File: config.mk
export PLATFORM = sky130hd
export DESIGN_NAME = rse_obuf
export DESIGN_NICKNAME = d
export VERILOG_FILES = /design/src/rtl/core/reed_solomon_systematic_encoder_macros.svh /design/src/rtl/core/rse_pkg.sv /design/src/rtl/core/rse_obuf.sv
export SDC_FILE = /design/constraint.sdc
export NUM_CORES = 1
export LEC_CHECK = 0
export BUFFER_PORTS_ARGS = -buffer_cell sky130_fd_sc_hd__buf_2
export CORE_MARGIN = 4
export CORE_UTILIZATION = 44
export CTS_CLUSTER_DIAMETER = 80
export DETAILED_ROUTE_END_ITERATION = 12
export HOLD_SLACK_MARGIN = 0.12
export PLACE_DENSITY_LB_ADDON = 0.2
export SETUP_SLACK_MARGIN = 0.5
export SLEW_MARGIN = 25
export SYNTH_ARGS = -nofsm -noshare
export SYNTH_HDL_FRONTEND = slang
export SYNTH_SLANG_ARGS = --single-unit
File: constraint.sdc
create_clock -name clock -period 1.3 [get_ports clock]
set_input_delay 0.065 -clock clock [delete_from_list [all_inputs] [get_ports clock]]
set_output_delay 0.065 -clock clock [all_outputs]
set_load 0.03 [all_outputs]
File: src/rtl/core/reed_solomon_systematic_encoder_macros.svh
// assertion macros for the reed-solomon systematic encoder
// no dependencies; included by the top level only
`ifndef REED_SOLOMON_SYSTEMATIC_ENCODER_MACROS_SVH
`define REED_SOLOMON_SYSTEMATIC_ENCODER_MACROS_SVH
`ifndef NO_ASSERTIONS
`define RSE_ASSERT_SAME(label, clk, rst, ante, cons) \
   label: assert property (@(posedge clk) disable iff (rst) (ante) |-> (cons)) \
      else $error("rse assertion failed");
`define RSE_ASSERT_NEXT(label, clk, rst, ante, cons) \
   label: assert property (@(posedge clk) disable iff (rst) (ante) |=> (cons)) \
      else $error("rse assertion failed");
`else
`define RSE_ASSERT_SAME(label, clk, rst, ante, cons)
`define RSE_ASSERT_NEXT(label, clk, rst, ante, cons)
`endif
`endif

File: src/rtl/core/rse_pkg.sv
// shared types, constants and field arithmetic for the reed-solomon encoder
// no dependencies
`timescale 1ns / 1ps

package rse_pkg;

   localparam int SYM_BITS = 8;
   localparam int T_MAX    = 16;
   localparam int NPAR     = 2 * T_MAX;
   localparam int CNT_BITS = $clog2(NPAR + 1);
   localparam int CAP_W    = 5;
   localparam int CSR_IDX_W  = 2;
   localparam int CSR_DATA_W = 8;

   localparam logic [CSR_IDX_W-1:0] CSR_ECC_CAP    = 2'd0;
   localparam logic [CSR_IDX_W-1:0] CSR_FIELD_POLY = 2'd1;

   typedef logic [SYM_BITS-1:0] sym_type;

   typedef enum logic [2:0] {
      CELL_HOLD,
      CELL_INIT,
      CELL_STEP,
      CELL_ENCODE,
      CELL_SHIFT
   } cell_op_type;

   typedef struct packed {
      cell_op_type op;
      sym_type     fb;
      sym_type     root;
      sym_type     poly;
   } cell_ctrl_type;

   typedef struct packed {
      sym_type symbol;
      logic    last;
   } code_type;

   function automatic sym_type gf_xtime(sym_type a, sym_type poly);
      return {a[SYM_BITS-2:0], 1'b0} ^ (a[SYM_BITS-1] ? poly : '0);
   endfunction

   function automatic sym_type gf_mul(sym_type a, sym_type b, sym_type poly);
      sym_type acc;
      sym_type aa;
      acc = '0;
      aa  = a;
      for (int i = 0; i < SYM_BITS; i++) begin
         if (b[i]) acc = acc ^ aa;
         aa = gf_xtime(aa, poly);
      end
      return acc;
   endfunction

endpackage

File: src/rtl/core/rse_obuf.sv
// two-entry output skid buffer for codeword symbols
// depends on rse_pkg
`timescale 1ns / 1ps

module rse_obuf (
   input  logic              clock,
   input  logic              reset,
   input  logic              push,
   input  rse_pkg::code_type push_data,
   output logic              full,
   output logic              rsp_valid,
   input  logic              rsp_ready,
   output rse_pkg::code_type rsp_data
);
   import rse_pkg::*;

   code_type   mem_ff [2];
   logic       wr_ptr_ff;
   logic       wr_ptr_in;
   logic       rd_ptr_ff;
   logic       rd_ptr_in;
   logic [1:0] cnt_ff;
   logic [1:0] cnt_in;
   logic       pop;

   always_comb begin
      pop       = rsp_valid && rsp_ready;
      wr_ptr_in = push ? !wr_ptr_ff : wr_ptr_ff;
      rd_ptr_in = pop ? !rd_ptr_ff : rd_ptr_ff;
      cnt_in    = cnt_ff + 2'(push) - 2'(pop);
   end

   always_ff @(posedge clock) begin
      if (reset) begin
         wr_ptr_ff <= 1'b0;
         rd_ptr_ff <= 1'b0;
         cnt_ff    <= 2'd0;
      end else begin
         wr_ptr_ff <= wr_ptr_in;
         rd_ptr_ff <= rd_ptr_in;
         cnt_ff    <= cnt_in;
      end
   end

   always_ff @(posedge clock) begin
      if (push) begin
         mem_ff[wr_ptr_ff] <= push_data;
      end
   end

   assign full      = (cnt_ff == 2'd2);
   assign rsp_valid = (cnt_ff != 2'd0);
   assign rsp_data  = mem_ff[rd_ptr_ff];

endmodule

; ---- After elaboration in Yosys (flattened, before gate mapping)
; Memory sizes are Yosys's and may differ from the RTL's. A register that Yosys moved wholly into a read port is not among the register bits.
; Index checks and enable logic that the tools add are counted.
[op_classes]
n_addsub = 2
n_eq_ne = 1
muxes = 4
reduce_logical = 4
[op_table]
columns = operator, n
row1 = $mux 1, 4
row2 = $add 2x1->2, 1
row3 = $eq 2x2->1 const B, 1
row4 = $logic_not 1->1, 2
row5 = $reduce_bool 2->1, 1
row6 = $sub 2x1->2, 1
row7 = $logic_and 1x1->1, 1
[totals]
regBits = 4
ramBits = 18
inputBits = 13
elab_cells = 15
n_memories = 1
[mem_list]
columns = memory, depth, word_bits, read_ports, rd_clocked_by_memory_dff, write_ports, line_no
row1 = mem_ff, 2, 9, 1, 1, 1, rse_obuf.sv:17  ; code_type mem_ff [2];

; ---- Logic depth before layout (Yosys ltp)
[depth]
ltp_word = 4
depth_mapped = 6

; ---- Worst setup path before layout
; Ideal clock, no wire load.
[synth_path]
kind = reg-to-reg
start = register cnt_ff[1]
end = register cnt_ff[1]
setup_ns = 0.110
arrival_ns = 1.209
t_required_ns = 1.190
path_slack_ns = -0.019
stages_incl_launch_ff = 7
cell_sequence = dfxtp_1 o21a_1 ha_1 inv_1 ha_1 xnor3_1 nor2_1
[synth_via]
elab_chain_len = 3
elab_cells_between_ends = 4
cone_classes = add/sub: 2 / reduce/logical: 2
[synth_rtl]
columns = item, line_no
row1 = start: declaration, rse_obuf.sv:22  ; logic [1:0] cnt_ff;
row2 = start signal: assignment, rse_obuf.sv:41  ; cnt_ff <= cnt_in;
row3 = $reduce_bool 2->1, rse_obuf.sv:52  ; assign rsp_valid = (cnt_ff != 2'd0);
row4 = $logic_and 1x1->1, rse_obuf.sv:27  ; pop = rsp_valid && rsp_ready;
row5 = net pop, rse_obuf.sv:24  ; logic pop;
row6 = $sub 2x1->2, rse_obuf.sv:30  ; cnt_in = cnt_ff + 2'(push) - 2'(pop);
; The timed path passes the listed nets, and every way through them passes these cells.
; A chain may end at the register's enable or synchronous reset.

; ---- Worst setup path in the final report
; Same ends and word-level chain as after synthesis.

==> flow_metrics.py <==
metrics = {
    "timing": {
        "rsz0062_at_grt": "yes",
        "timing.final.ws_setup_ns": -0.0301,
        "clock.fmax_mhz": 752,
        "worst_pin_slew_ns": 0.157,
        "layout_min_cycle_time_ns": 1.33,
        "slew_viol_final": 0,
        "post-route-period-util_pct": 102,
        "slew_headroom_pct": 89.5,
        "final-hold-violation-count": 0,
        "whs_ns": 0.0918,
        "setup_viol": 6,
        "skew_ns": 0.00147,
    },
    "global_routing": {
        "grt_overflow_total": 0,
        "use_met1_pct": 15.8,
        "gr-max-usage-layer": "met2",
        "grt_first_pass_wirelength_um": 2700,
        "grt_usage_pct": 13.3,
        "met3_usage_pct": 2.54,
        "antenna_found_initial": 0,
        "met2_usage_pct": 24.2,
        "grt_max_degree": 13,
        "grt_pass1_vias": 601,
    },
    "min_path": {
        "whs_path_depth": 3,
        "hp-class": "input port to flop",
    },
    "routing": {
        "drt_iter0_markers": 6,
        "vias_per_cell": 4.59,
        "routed_wirelength_um": 1570,
        "drt.antenna.violating_nets": 0,
        "drt-pass1-iter-count": 5,
        "wl_per_cell_um": 12.5,
        "drc_errors": 0,
        "vias": 578,
    },
    "critical_path": {
        "cp-end-kind": "flop",
        "critPathArrivalTime_ns": 1.57,
        "cp.required_ns": 1.54,
        "rr_worst_depth": 6,
        "crit_path_start_kind": "flop",
        "crit_type": "flop to flop",
        "path_max_fanout": 2,
        "rrSetupSlack_ns": -0.03,
    },
    "cells_and_area": {
        "nNetsFinal": 115,
        "finalNonFillerCells": 126,
        "synthToLayoutAreaGrowth_pct": 60.3,
        "antennaDiodeCount": 0,
        "fill_cells": 134,
        "layout-drive-gt1-share_pct": 57.6,
        "fin_util_pct": 73.5,
    },
    "pwr": {
        "power_frac_comb_pct": 47.9,
        "power_density_nw_per_um2": 1690,
        "clockPowerShare_pct": 12.8,
        "netSwitchingPower_uw": 719,
        "cellInternalPower_uw": 1700,
        "swShare_pct": 29.8,
        "p_leak_uw": 0.000606,
        "ir_drop_mv": 1.06,
        "power_frac_seq_pct": 39.4,
    },
    "run": {
        "cap_violations": 0,
    },
    "placed_design": {
        "dpl.hpwl_um": 966,
        "dpl.cell_count": 103,
        "globalplace.congestion": 0.606,
        "dp_slack_ns": -0.0172,
        "place.port_buffers": 23,
    },
    "synth": {
        "yosys.area.top_type": "edfxtp_1",
        "syn-instance-count": 51,
        "ys_ff_latch": 23,
        "synth_top_cell_area_share_pct": 60.8,
        "synth-seq-area-share_pct": 72.0,
        "avgSynthCellArea_um2": 17.4,
        "synth_area_leaders": "edfxtp_1 61%, mux2_2 14%, dfxtp_1 11%, ha_1 2.8%, nor2b_1 2.8%",
        "syn_area_um2": 890,
        "yosys_warnings": 0,
        "ys_types": 13,
        "syn_nets": 66,
    },
    "floorplan": {
        "io-pin-count": 24,
        "die_height_um": 53.0,
        "die_w_um": 53.0,
        "row_count": 16,
        "start_util_pct": 45.8,
        "coreArea_um2": 1940,
        "dieArea_um2": 2810,
    },
    "clock_network": {
        "clock_sinks": 23,
        "h-tree-depth": 1,
        "clkTransAtPathRegs_ns": 0.11,
        "cts_tree": "built",
        "insertion_delay_ns": 0.29,
        "numCtsBuffers": 3,
        "clock_path_buffers": 2,
        "clock-root-buffer": "clkbuf_4",
    },
    "run_status": {
        "violations": "negative setup slack",
        "status": "complete, but fails checks",
    },
}
routing by layer:
metal  vias up  share of wire, %
met5         -                 0
met4         0                 0
met3         0               3.9
met2        15                56
met1       277                40
li1        286                 -
final timing paths:
path	start	end
worst max register to register	cnt_ff[1]	cnt_ff[1]
worst min register to register	rd_ptr_ff	flop
worst min-delay path	push	wr_ptr_ff
worst max-delay path	cnt_ff[1]	cnt_ff[1]
final cells by class:
class                           count  area (µm²)  share of cell area [%]
Sequential cell                    23         651                    45.6
Timing Repair Buffer               44         402                    28.2
Multi-Input combinational cell     26         307                    21.5
Tap cell                           27        33.8                    2.37
Clock buffer                        4        26.3                    1.84
Inverter                            2        7.51                   0.526
worst max-delay path, cell delays in order (launching register included):
cell and delay, ns:
dfxtp_2 0.34, o21a_1 0.20, ha_1 0.26, inv_1 0.06
ha_1 0.14, xnor3_1 0.20, nor2_1 0.08
cell usage in the layout, fill, tap and decap left out:
cell type and instances:
and2_4 2, buf_12 1, buf_2 12, buf_4 4, buf_6 17, clkbuf_1 1
clkbuf_4 3, dfxtp_1 1, dfxtp_2 2, dfxtp_4 2, dlygate4sd3_1 10, edfxtp_1 18
ha_1 2, inv_1 2, mux2_4 11, nor2_1 3, nor2b_1 2, nor2b_4 2
o21a_1 1, or2_4 1, xnor2_1 1, xnor3_1 1
cells in the mapped netlist:
cell / n
nor2_1: 3
o21a_1: 1
and2_1: 1
dfxtp_1: 5
buf_2: 1
or2_2: 1
nor2b_1: 4
mux2_2: 11
xnor2_1: 1
ha_1: 2
inv_1: 2
edfxtp_1: 18
xnor3_1: 1
power groups by stage:
stage          Sequential [µW]  Clock [µW]  Combinational [µW]
6_report                   950         308                1160
5_1_grt                    966         366                1230
4_1_cts                    940         321                1030
3_5_place_dp               989           0                 772
3_3_place_gp               984           0                 755
2_1_floorplan              946           0                 613
flip-flops by register name (all words and copies together), names as in the netlist, named ones only:
| register | count |
|---|---|
| cnt_ff | 2 |
| rd_ptr_ff | 1 |
| mem_ff | 18 |
| wr_ptr_ff | 1 |
logic make-up (layout without fill, tap and decap cells):
| logic type | Yosys count | in the layout | synth area share [%] |
|---|---|---|---|
| AND/OR/NAND/NOR | 9 | 10 | 5.49 |
| adder cells (fa/ha/maj) | 2 | 2 | 2.81 |
| flip-flops | 23 | 23 | 72.0 |
| multiplexers | 11 | 11 | 13.9 |
| XOR/XNOR | 2 | 2 | 3.52 |
| AO/OA/AOI/OAI | 1 | 1 | 0.844 |
| buffers and inverters | 3 | 50 | 1.41 |
stage by stage:
stage               instance area (µm²)  total power (µW)  setup TNS, ns
floorplan                           943              1560       -0.00561
global placement                   1100              1740              0
detailed placement                 1100              1760        -0.0249
CTS                                1370              2290         -0.197
global route                       1430              2560         -0.698
finish                             1430              2410         -0.129
repair_timing:
item                                    in CTS  in global routing
endpoints found under the setup margin      33                 34
pin swaps                                    1                  0
hold buffers                                 9                  1
endpoints found under the hold margin       21                  3
buffers inserted                             7                  1
gates cloned                                 1                  0
gates resized for setup                     26                 12
Power figures use the tool's default switching activity.
