File: src/rtl/core/reed_solomon_systematic_encoder_macros.svh
// assertion macros for the reed-solomon systematic encoder
// no dependencies; included by the top level only
`ifndef REED_SOLOMON_SYSTEMATIC_ENCODER_MACROS_SVH
`define REED_SOLOMON_SYSTEMATIC_ENCODER_MACROS_SVH
`ifndef NO_ASSERTIONS
`define RSE_ASSERT_SAME(label, clk, rst, ante, cons) \
   label: assert property (@(posedge clk) disable iff (rst) (ante) |-> (cons)) \
      else $error("rse assertion failed");
`define RSE_ASSERT_NEXT(label, clk, rst, ante, cons) \
   label: assert property (@(posedge clk) disable iff (rst) (ante) |=> (cons)) \
      else $error("rse assertion failed");
`else
`define RSE_ASSERT_SAME(label, clk, rst, ante, cons)
`define RSE_ASSERT_NEXT(label, clk, rst, ante, cons)
`endif
`endif

File: src/rtl/core/rse_pkg.sv
// shared types, constants and field arithmetic for the reed-solomon encoder
// no dependencies
`timescale 1ns / 1ps

package rse_pkg;

   localparam int SYM_BITS = 8;
   localparam int T_MAX    = 16;
   localparam int NPAR     = 2 * T_MAX;
   localparam int CNT_BITS = $clog2(NPAR + 1);
   localparam int CAP_W    = 5;
   localparam int CSR_IDX_W  = 2;
   localparam int CSR_DATA_W = 8;

   localparam logic [CSR_IDX_W-1:0] CSR_ECC_CAP    = 2'd0;
   localparam logic [CSR_IDX_W-1:0] CSR_FIELD_POLY = 2'd1;

   typedef logic [SYM_BITS-1:0] sym_type;

   typedef enum logic [2:0] {
      CELL_HOLD,
      CELL_INIT,
      CELL_STEP,
      CELL_ENCODE,
      CELL_SHIFT
   } cell_op_type;

   typedef struct packed {
      cell_op_type op;
      sym_type     fb;
      sym_type     root;
      sym_type     poly;
   } cell_ctrl_type;

   typedef struct packed {
      sym_type symbol;
      logic    last;
   } code_type;

   function automatic sym_type gf_xtime(sym_type a, sym_type poly);
      return {a[SYM_BITS-2:0], 1'b0} ^ (a[SYM_BITS-1] ? poly : '0);
   endfunction

   function automatic sym_type gf_mul(sym_type a, sym_type b, sym_type poly);
      sym_type acc;
      sym_type aa;
      acc = '0;
      aa  = a;
      for (int i = 0; i < SYM_BITS; i++) begin
         if (b[i]) acc = acc ^ aa;
         aa = gf_xtime(aa, poly);
      end
      return acc;
   endfunction

endpackage

File: src/rtl/core/rse_cell.sv
// one parity cell: holds one parity symbol and one generator coefficient
// depends on rse_pkg
`timescale 1ns / 1ps

module rse_cell (
   input  logic                   clock,
   input  logic                   reset,
   input  rse_pkg::cell_ctrl_type ctrl,
   input  logic                   init_one,
   input  rse_pkg::sym_type       nb_parity,
   input  rse_pkg::sym_type       nb_gen,
   output rse_pkg::sym_type       parity,
   output rse_pkg::sym_type       gen
);
   import rse_pkg::*;

   sym_type parity_ff;
   sym_type parity_in;
   sym_type gen_ff;
   sym_type gen_in;
   sym_type mul_a;
   sym_type prod;

   always_comb begin
      mul_a     = (ctrl.op == CELL_STEP) ? ctrl.root : ctrl.fb;
      prod      = gf_mul(mul_a, gen_ff, ctrl.poly);
      parity_in = parity_ff;
      gen_in    = gen_ff;
      case (ctrl.op)
         CELL_INIT: begin
            gen_in = init_one ? sym_type'(1) : '0;
         end
         CELL_STEP: begin
            gen_in = nb_gen ^ prod;
         end
         CELL_ENCODE: begin
            parity_in = nb_parity ^ prod;
         end
         CELL_SHIFT: begin
            parity_in = nb_parity;
         end
         default: begin
            parity_in = parity_ff;
         end
      endcase
   end

   always_ff @(posedge clock) begin
      if (reset) begin
         parity_ff <= '0;
      end else begin
         parity_ff <= parity_in;
      end
   end

   always_ff @(posedge clock) begin
      gen_ff <= gen_in;
   end

   assign parity = parity_ff;
   assign gen    = gen_ff;

endmodule

File: config.mk
export PLATFORM = sky130hd
export DESIGN_NAME = rse_cell
export DESIGN_NICKNAME = d
export VERILOG_FILES = /design/src/rtl/core/reed_solomon_systematic_encoder_macros.svh /design/src/rtl/core/rse_pkg.sv /design/src/rtl/core/rse_cell.sv
export SDC_FILE = /design/constraint.sdc
export NUM_CORES = 1
export LEC_CHECK = 0
export BUFFER_PORTS_ARGS = -buffer_cell sky130_fd_sc_hd__buf_2
export CAP_MARGIN = 20
export CORE_ASPECT_RATIO = 1.5
export CORE_MARGIN = 4
export CORE_UTILIZATION = 59
export DETAILED_ROUTE_END_ITERATION = 10
export PLACE_DENSITY = 0.8
export SYNTH_ARGS = -nofsm -noshare
export SYNTH_HDL_FRONTEND = slang
export SYNTH_SLANG_ARGS = --single-unit
File: constraint.sdc
create_clock -name clock -period 5.8 [get_ports clock]
set_input_delay 0.87 -clock clock [delete_from_list [all_inputs] [get_ports clock]]
set_output_delay 0.87 -clock clock [all_outputs]
set_load 0.05 [all_outputs]
# Word-level counts from Yosys, hierarchy flattened

Cells that the tools add are included.

Register bits after elaboration: 16
Input bits: 46
Output and inout port bits: 16

Equal/unequal tests: 4
Multiplexer cells: 19
Bitwise logic cells: 16
Reductions and logical operators: 2

Operator list:

| operator                                                               | number |
|---|---|
| 8-bit two-way mux                                                      | 16 |
| 8-bit bitwise XOR                                                      | 16 |
| 8-bit one-hot mux with 2 select lines                                  | 2 |
| 3-bit by 2-bit equality test with 1-bit output (second input constant) | 2 |
| 2-bit nonzero test                                                     | 2 |
| 3-bit by 1-bit equality test with 1-bit output (second input constant) | 1 |
| 3-bit equality test (second input constant)                            | 1 |
| 1-bit two-way mux                                                      | 1 |

# Logic depth before layout (Yosys ltp)

Gate-level depths: netlist of run 1.

Depth in word-level cells: 20
Depth in mapped cells: 19

# Worst setup path before layout of run 1

Ideal clock, no wire load.

Path type: input to register
Start point: input ctrl[24] in the netlist's numbering
End point: register parity_ff[6] (netlist: parity[6])
Arrival time: 4.790 ns
Data required time: 5.709 ns
Setup slack: 0.919 ns
Stages on the path: 17
Cell sequence: buf_6 -> or3b_1 -> buf_6 -> mux2_2 -> clkbuf_1 -> o211ai_1 -> a21oi_1 -> nor2_1 -> a221o_1 -> o211ai_4 -> and2_4 -> xnor3_1 -> or3_1 -> nand3_1 -> xnor3_1 -> or3_1 -> a311oi_1

Longest elaborated chain between the ends: 20
Elaborated cells between the ends (all ways): 36

RTL lines:

| element                                                | line                         | source |
|---|---|---|
| from (decl)                                            | rse_cell.sv:8                | `input rse_pkg::cell_ctrl_type ctrl,` |
| 3-bit by 2-bit equality test with 1-bit output         | rse_cell.sv:25               | `mul_a = (ctrl.op == CELL_STEP) ? ctrl.root : ctrl.fb;` |
| 8-bit two-way mux                                      | rse_cell.sv:25               |  |
| 8-bit two-way mux                                      | rse_pkg.sv:41                | `return {a[SYM_BITS-2:0], 1'b0} ^ (a[SYM_BITS-1] ? poly : '0);` |
| 8-bit bitwise XOR                                      | rse_pkg.sv:41                |  |
| 8-bit bitwise XOR or 8-bit two-way mux (tied branches) | rse_pkg.sv:50, rse_pkg.sv:41 |  |
| 8-bit two-way mux or 8-bit bitwise XOR (tied branches) | rse_pkg.sv:50, rse_pkg.sv:41 |  |
| 8-bit bitwise XOR or 8-bit two-way mux (tied branches) | rse_pkg.sv:50, rse_pkg.sv:41 |  |
| 8-bit two-way mux or 8-bit bitwise XOR (tied branches) | rse_pkg.sv:50, rse_pkg.sv:41 |  |
| [... 4 more ...]                                       | -                            |  |
| 8-bit bitwise XOR or 8-bit two-way mux (tied branches) | rse_pkg.sv:50, rse_pkg.sv:41 |  |
| 8-bit two-way mux or 8-bit bitwise XOR (tied branches) | rse_pkg.sv:50, rse_pkg.sv:41 |  |
| 8-bit bitwise XOR or 8-bit two-way mux (tied branches) | rse_pkg.sv:50, rse_pkg.sv:41 |  |
| 8-bit two-way mux or 8-bit bitwise XOR (tied branches) | rse_pkg.sv:50, rse_pkg.sv:41 |  |
| 8-bit bitwise XOR                                      | rse_pkg.sv:50                | `if (b[i]) acc = acc ^ aa;` |
| 8-bit two-way mux                                      | rse_pkg.sv:50                |  |
| 8-bit bitwise XOR                                      | rse_cell.sv:37               | `parity_in = nb_parity ^ prod;` |
| 8-bit one-hot mux with 2 select lines                  | rse_cell.sv:29               | `case (ctrl.op)` |
| to (signal assigned)                                   | rse_cell.sv:52               | `parity_ff <= parity_in;` |
| to (decl)                                              | rse_cell.sv:17               | `sym_type parity_ff;` |

Parallel ways exist; a longest one is shown, timed or not.
A chain may end at the register's enable or synchronous reset.

# Worst setup path in the final report of run 1

Start point: input ctrl[24] in the netlist's numbering
End point: register parity_ff[7] (netlist: parity[7])

The elaborated chain is that of the path after synthesis.

==> results.txt, run 1 <==
Data required time of the worst path: 5.92 ns
EDFF count, synth: 8
Top-area cell type share of the netlist area: 0.125
Max_cap viols: 0
CP top delay family: compound AO/OA/AOI/OAI gates
Commonest non-fill, non-tap cell in the layout: nand2_1
Worst path bufs/invs: 1
CP Max Fanout: 12
Worst skew pair latency: 0.24 ns
Most common flop cell mapped by yosys: edfxtp_1
Minimum clock period: 5.34 ns
Layout cells sized above 1: 0.184
Starting density of the core: 0.615
Critical path startpoint category: primary input
Hold Fails Final Rpt: 0
Final nets: 581
Synth area leaders: xnor2_1 13%, nand2_1 8.6%, xnor3_1 6.8%
Vias in the first global route: 3687
Cts-stage hold buffer count: 0
Placer congestion estimate: 0.970
Slowest cell delay on critical path: 0.65 ns
Worst Setup End Kind: flop
Most frequent cells in the layout: 83 x nand2_1, 61 x buf_2, 52 x xnor2_1
Reg area: 400 sq um
CP Cell Sequence: buf_2 > or3b_1 > mux2i_4 > o211ai_1 > a31o_2 > nand2_1 > a221o_1 > o211ai_4 > and2_1 > xnor3_1 > a211o_1 > nand3_1 > xor2_1 > o21ai_0 > a2111oi_0
Core area: 0.00591 sq mm
Num CTS Buffers: 3
Area of the multi-input gates: 0.00306 sq mm
Final Setup Violations: 0
Final hold slack: 0.507 ns
Worst Max-Slew Pin Slew: 0.843 ns
Htree depth: 1
Port buffer count: 61
GRT Resource Usage Total: 0.290
Avg WL per Cell: 18.3 um
Slew HR: 0.434
Peak supply drop: 0.313 mV
Pwr dens: 310 mW/mm^2
Final count of pins violating max slew: 0
Critical path arrival: 5.46 ns
First-pass GRT wire length: 17.7 mm
Routed Antenna Nets: 0
DP HPWL: 8.59 mm
Largest net degree at the start of global routing: 31
Clock-pin slew on the worst setup and hold paths: 0.06 ns
Layout Cells excl Fill: 605
Clock buffer depth: 2
Fill count: 516
Drt drc: 0
Final wirelength: 11.1 mm
Iteration-0 DRC Markers: 405
Unrepaired setup endpoints after global routing: no
Cell area after synthesis: 0.00364 sq mm
FMAX: 0.187 GHz
Largest area contributor in the netlist: xnor2_1
Crit share post-route: 0.920
Leak Pwr: 1.67 nW
Die height: 104 um
Status: complete, no violations
TritonCTS clock tree: yes
Fin Setup TNS: 0 ns
Via density per instance: 6.50
Root buffer cell: clkbuf_8
Slowest CP cell: or3b_1
Design area: 0.00403 sq mm
WS Path Type: primary input to flop
Post-synthesis cell type count: 72
Clock Sinks: 16
# placed instances: 601
Area Growth Syn to Fin: 10.7%
N_diodes: 0
Row cnt: 34
Die Wd: 72.1 um
Mean Syn Cell Area: 7.48 sq um
Antenna violations before repair: 0
#FFs+latches synth: 16
FFs w/ async S/R, synth: 0
I/O Pins: 62
Vias: 3933
Worst Hold Class: flop to flop
Seq/Total Area, Yosys: 0.110
Post-DP Area: 0.00397 sq mm
Overflow after GRT: 0
Die area: 0.00751 sq mm
Post-synthesis net count: 532
Drt first pass iters: 5
Post-synthesis cell count: 486
Warnings, synthesis: 0
Clock skew: 0.000566 ns
sequential cells by signal, indices dropped and copies added (netlist names):
register,cells
parity,8
gen,8
per-layer routing:
metal,share of wire,track usage,vias up
met5,0,0,-
met4,0.034,0.108,0
met3,0.073,0.0213,33
met2,0.50,0.507,220
met1,0.39,0.360,1828
li1,-,-,1852
layout make-up:
type | instances | area share
repair buffers | 72 | 0.0964
clock buffers | 3 | 0.0103
inverters | 12 | 0.0112
multi-input cells | 430 | 0.760
well taps | 72 | 0.0224
flip-flops and latches | 16 | 0.0995
per-stage QoR:
stage,utilization,worst slack (ns),power [mW]
after floorplan,-,0.919,0.953
after global placement,0.672,0.326,1.13
after detailed placement,0.672,0.246,1.15
after CTS,0.679,0.460,1.24
after global routing,0.681,0.0798,1.33
final,0.681,0.462,1.25
power by group:
part | internal [mW] | switching (mW)
Sequential | 0.140 | 0.0226
Combinational | 0.458 | 0.548
Clock | 0.0460 | 0.0351
Total | 0.644 | 0.606
path summary, 6_finish.rpt:
path                  start  cells past startpoint  slack, ns        end
setup reg to reg     gen[0]                      9       2.92  parity[1]
hold reg to reg   parity[4]                      2       0.51  parity[4]
hold / removal    parity[4]                      2       0.51  parity[4]
setup / recovery   ctrl[24]                     15       0.46  parity[7]
logic make-up after synthesis:
family | share of synthesized area
simple gates | 0.267
compound gates | 0.247
xor+xnor | 0.273
buf+inv | 0.0489
mux | 0.0544
flops | 0.110
cells in the mapped netlist (4+ instances only):
library cell,count
nand3b_1,5
xnor2_1,52
or3_1,8
and2_1,5
mux2i_1,13
a21oi_1,14
a221oi_1,6
a32oi_1,7
xnor3_1,11
xor2_1,25
o21ai_0,26
a211oi_1,5
clkbuf_1,23
nor2b_1,9
nand3_1,20
o211ai_1,11
edfxtp_1,8
o21ai_1,5
nand2b_1,7
o2111ai_1,6
and3_1,5
a311oi_1,4
nor2_1,33
nor3_1,10
inv_1,9
dfxtp_1,8
nand2_1,83
a31oi_1,7
worst reg2reg max path: stages, from the launching register on:
cell	delay [ns]
edfxtp_1	0.53
nor2b_1	0.21
xnor2_1	0.35
xnor2_1	0.14
xnor2_1	0.21
xnor2_1	0.17
xnor3_1	0.39
xnor2_1	0.19
or3_1	0.35
a311oi_1	0.24
what timing repair did:
item	CTS	global route
endpoints found under the setup margin	0	1
gates resized for setup	0	1
setup buffers	0	1
No activity file was read; power rests on OpenSTA's default activity.
==> inputs of run 2 (changes only) <==
ABC_AREA = 1   (was default)
CORE_UTILIZATION = 35   (was 59)
PLACE_DENSITY = 0.51   (was 0.8)
==> results.txt, run 2 <==
Slew HR: 0.353
Placement Setup Slack: 0.919 ns
Root buffer cell: clkbuf_16
Drt drc: 0
Fill count: 1265
RR Startpoint: gen[0]
Commonest non-fill, non-tap cell in the layout: nand2_1
Max_cap viols: 0
Worst path bufs/invs: 4
Final wirelength: 12.6 mm
N_diodes: 0
Core area: 0.0106 sq mm
Terminus of the critical flop-to-flop path: parity[5]
Layout Cells excl Fill: 942
Leak Pwr: 2.52 nW
Num CTS Buffers: 3
Final Setup Violations: 0
Slowest CP cell: nand3_2
Worst skew pair latency: 0.24 ns
CP top delay family: simple AND/OR/NAND/NOR gates
Minimum clock period: 4.63 ns
WS Path Type: primary input to flop
Antenna violations before repair: 0
Placer congestion estimate: 0.908
Largest net degree at the start of global routing: 23
Warnings, synthesis: 0
Via density per instance: 4.93
Area Growth Syn to Fin: 10.2%
DP HPWL: 10.6 mm
Fin worst setup slack: 1.17 ns
Clock Sinks: 16
Worst Max-Slew Pin Slew: 0.964 ns
Most frequent cells in the layout: 342 x nand2_1, 116 x nand3_1, 90 x inv_1
Synth cell count leaders: 342 x nand2_1, 116 x nand3_1, 90 x inv_1
Crit share post-route: 0.799
Power consumption: 919 uW
Post-DP Area: 0.00412 sq mm
FFs w/ async S/R, synth: 0
Slowest cell delay on critical path: 0.35 ns
Post-synthesis net count: 809
R2r worst-path depth: 19
Most used cell, CP: nand2_1
Seq/Total Area, Yosys: 0.105
Layout cells sized above 1: 0.115
Final core utilization: 0.396
Worst Hold Class: flop to flop
Vias in the first global route: 4145
Iteration-0 DRC Markers: 262
Routed Antenna Nets: 0
Cts-stage hold buffer count: 0
Clock buffer depth: 2
Final count of pins violating max slew: 0
# placed instances: 938
Worst R2R Setup Slack: 3.11 ns
CP Max Fanout: 22
Top-area cell type share of the netlist area: 0.337
Most common flop cell mapped by yosys: edfxtp_1
Most common cell in the netlist: nand2_1
Mean Syn Cell Area: 4.99 sq um
Vias: 4640
TritonCTS clock tree: yes
Pwr dens: 219 mW/mm^2
Avg WL per Cell: 13.4 um
Worst Setup End Kind: flop
Status: complete, no violations
Critical path startpoint category: primary input
Design area: 0.00419 sq mm
Critical path arrival: 4.77 ns
Cts repair resizes: 0
Die Wd: 93.1 um
Data required time of the worst path: 5.94 ns
Htree depth: 1
Die height: 136 um
Post-synthesis cell type count: 28
Post-synthesis cell count: 763
Peak supply drop: 0.145 mV
Final hold slack: 0.554 ns
Worst hold endpoint: parity[3]
HP Start: parity[3]
First-pass GRT wire length: 20.0 mm
Synth area leaders: nand2_1 34%, nand3_1 15%, inv_1 8.9%
Largest area contributor in the netlist: nand2_1
Cell area after synthesis: 0.00380 sq mm
I/O Pins: 62
Drt first pass iters: 5
Unrepaired setup endpoints after global routing: no
#FFs+latches synth: 16
Clock-pin slew on the worst setup and hold paths: 0.05 ns
Hold Fails Final Rpt: 0
# Post-CTS Setup Buffers: 0
Starting density of the core: 0.359
Hold path depth: 2
FMAX: 0.216 GHz
Final nets: 845
Fin Setup TNS: 0 ns
GRT Resource Usage Total: 0.195
EDFF count, synth: 8
Overflow after GRT: 0
Row cnt: 46
Port buffer count: 61
Clock skew: 0.00119 ns
Die area: 0.0126 sq mm
run 2: cell types whose count changed after synthesis, sizes merged, moves of 11 or more:
cell / previous run / this run
nand2: 83 / 358
nor3: 12 / 1
nand3: 22 / 122
o211ai: 13 / 0
buf: 5 / 18
nor2: 35 / 50
xnor3: 11 / 0
clkbuf: 23 / 12
inv: 9 / 93
xnor2: 52 / 15
nand4: 1 / 20
mux2i: 14 / 0
run 2: worst max path at each step:
stage                  start         to  slack (ns)  depth (start not counted)
floorplan           ctrl[26]     gen[1]        2.38                         26
global placement    ctrl[26]  parity[7]        1.07                         27
detailed placement  ctrl[26]  parity[7]        0.92                         28
CTS                 ctrl[26]  parity[7]        1.17                         28
global route        ctrl[26]  parity[7]        0.64                         28
finish              ctrl[26]  parity[7]        1.17                         28
run 2: cell type report:
| cell class | count | area, sq um | area share |
|---|---|---|---|
| timing repair buffer | 61 | 305 | 0.0728 |
| multi-input combinational | 624 | 2880 | 0.687 |
| clock inverter | 1 | 3.75 | 0.000895 |
| sequential | 16 | 400 | 0.0955 |
| inverter | 93 | 349 | 0.0832 |
| tap | 144 | 180 | 0.0430 |
| clock buffer | 3 | 75.1 | 0.0179 |
run 2: kinds of logic after synthesis:
logic type | synth area share
AO/OA/AOI/OAI | 0.0470
XOR/XNOR | 0.0852
buffers and inverters | 0.138
flip-flops | 0.105
AND/OR/NAND/NOR | 0.625
run 2: worst min-delay path: cells and delay by family (launching register included):
| family | cells | cell delay, ns |
|---|---|---|
| flip-flops | 1 | 0.32 |
| AND/OR/NAND/NOR | 1 | 0.11 |
| AO/OA/AOI/OAI | 1 | 0.08 |
run 2: routing by layer:
| metal | part of all wire | GRT usage | vias to the layer above |
|---|---|---|---|
| li1 | - | - | 2455 |
| met1 | 0.43 | 0.231 | 2066 |
| met2 | 0.51 | 0.364 | 91 |
| met3 | 0.026 | 0.0111 | 28 |
| met4 | 0.032 | 0.0717 | 0 |
| met5 | 0 | 0 | - |
run 2: power breakdown:
group          switching, mW  internal [mW]  total (mW)
combinational          0.442          0.200       0.642
sequential            0.0148          0.129       0.144
clock                 0.0418         0.0914       0.133
total                  0.499          0.421       0.919
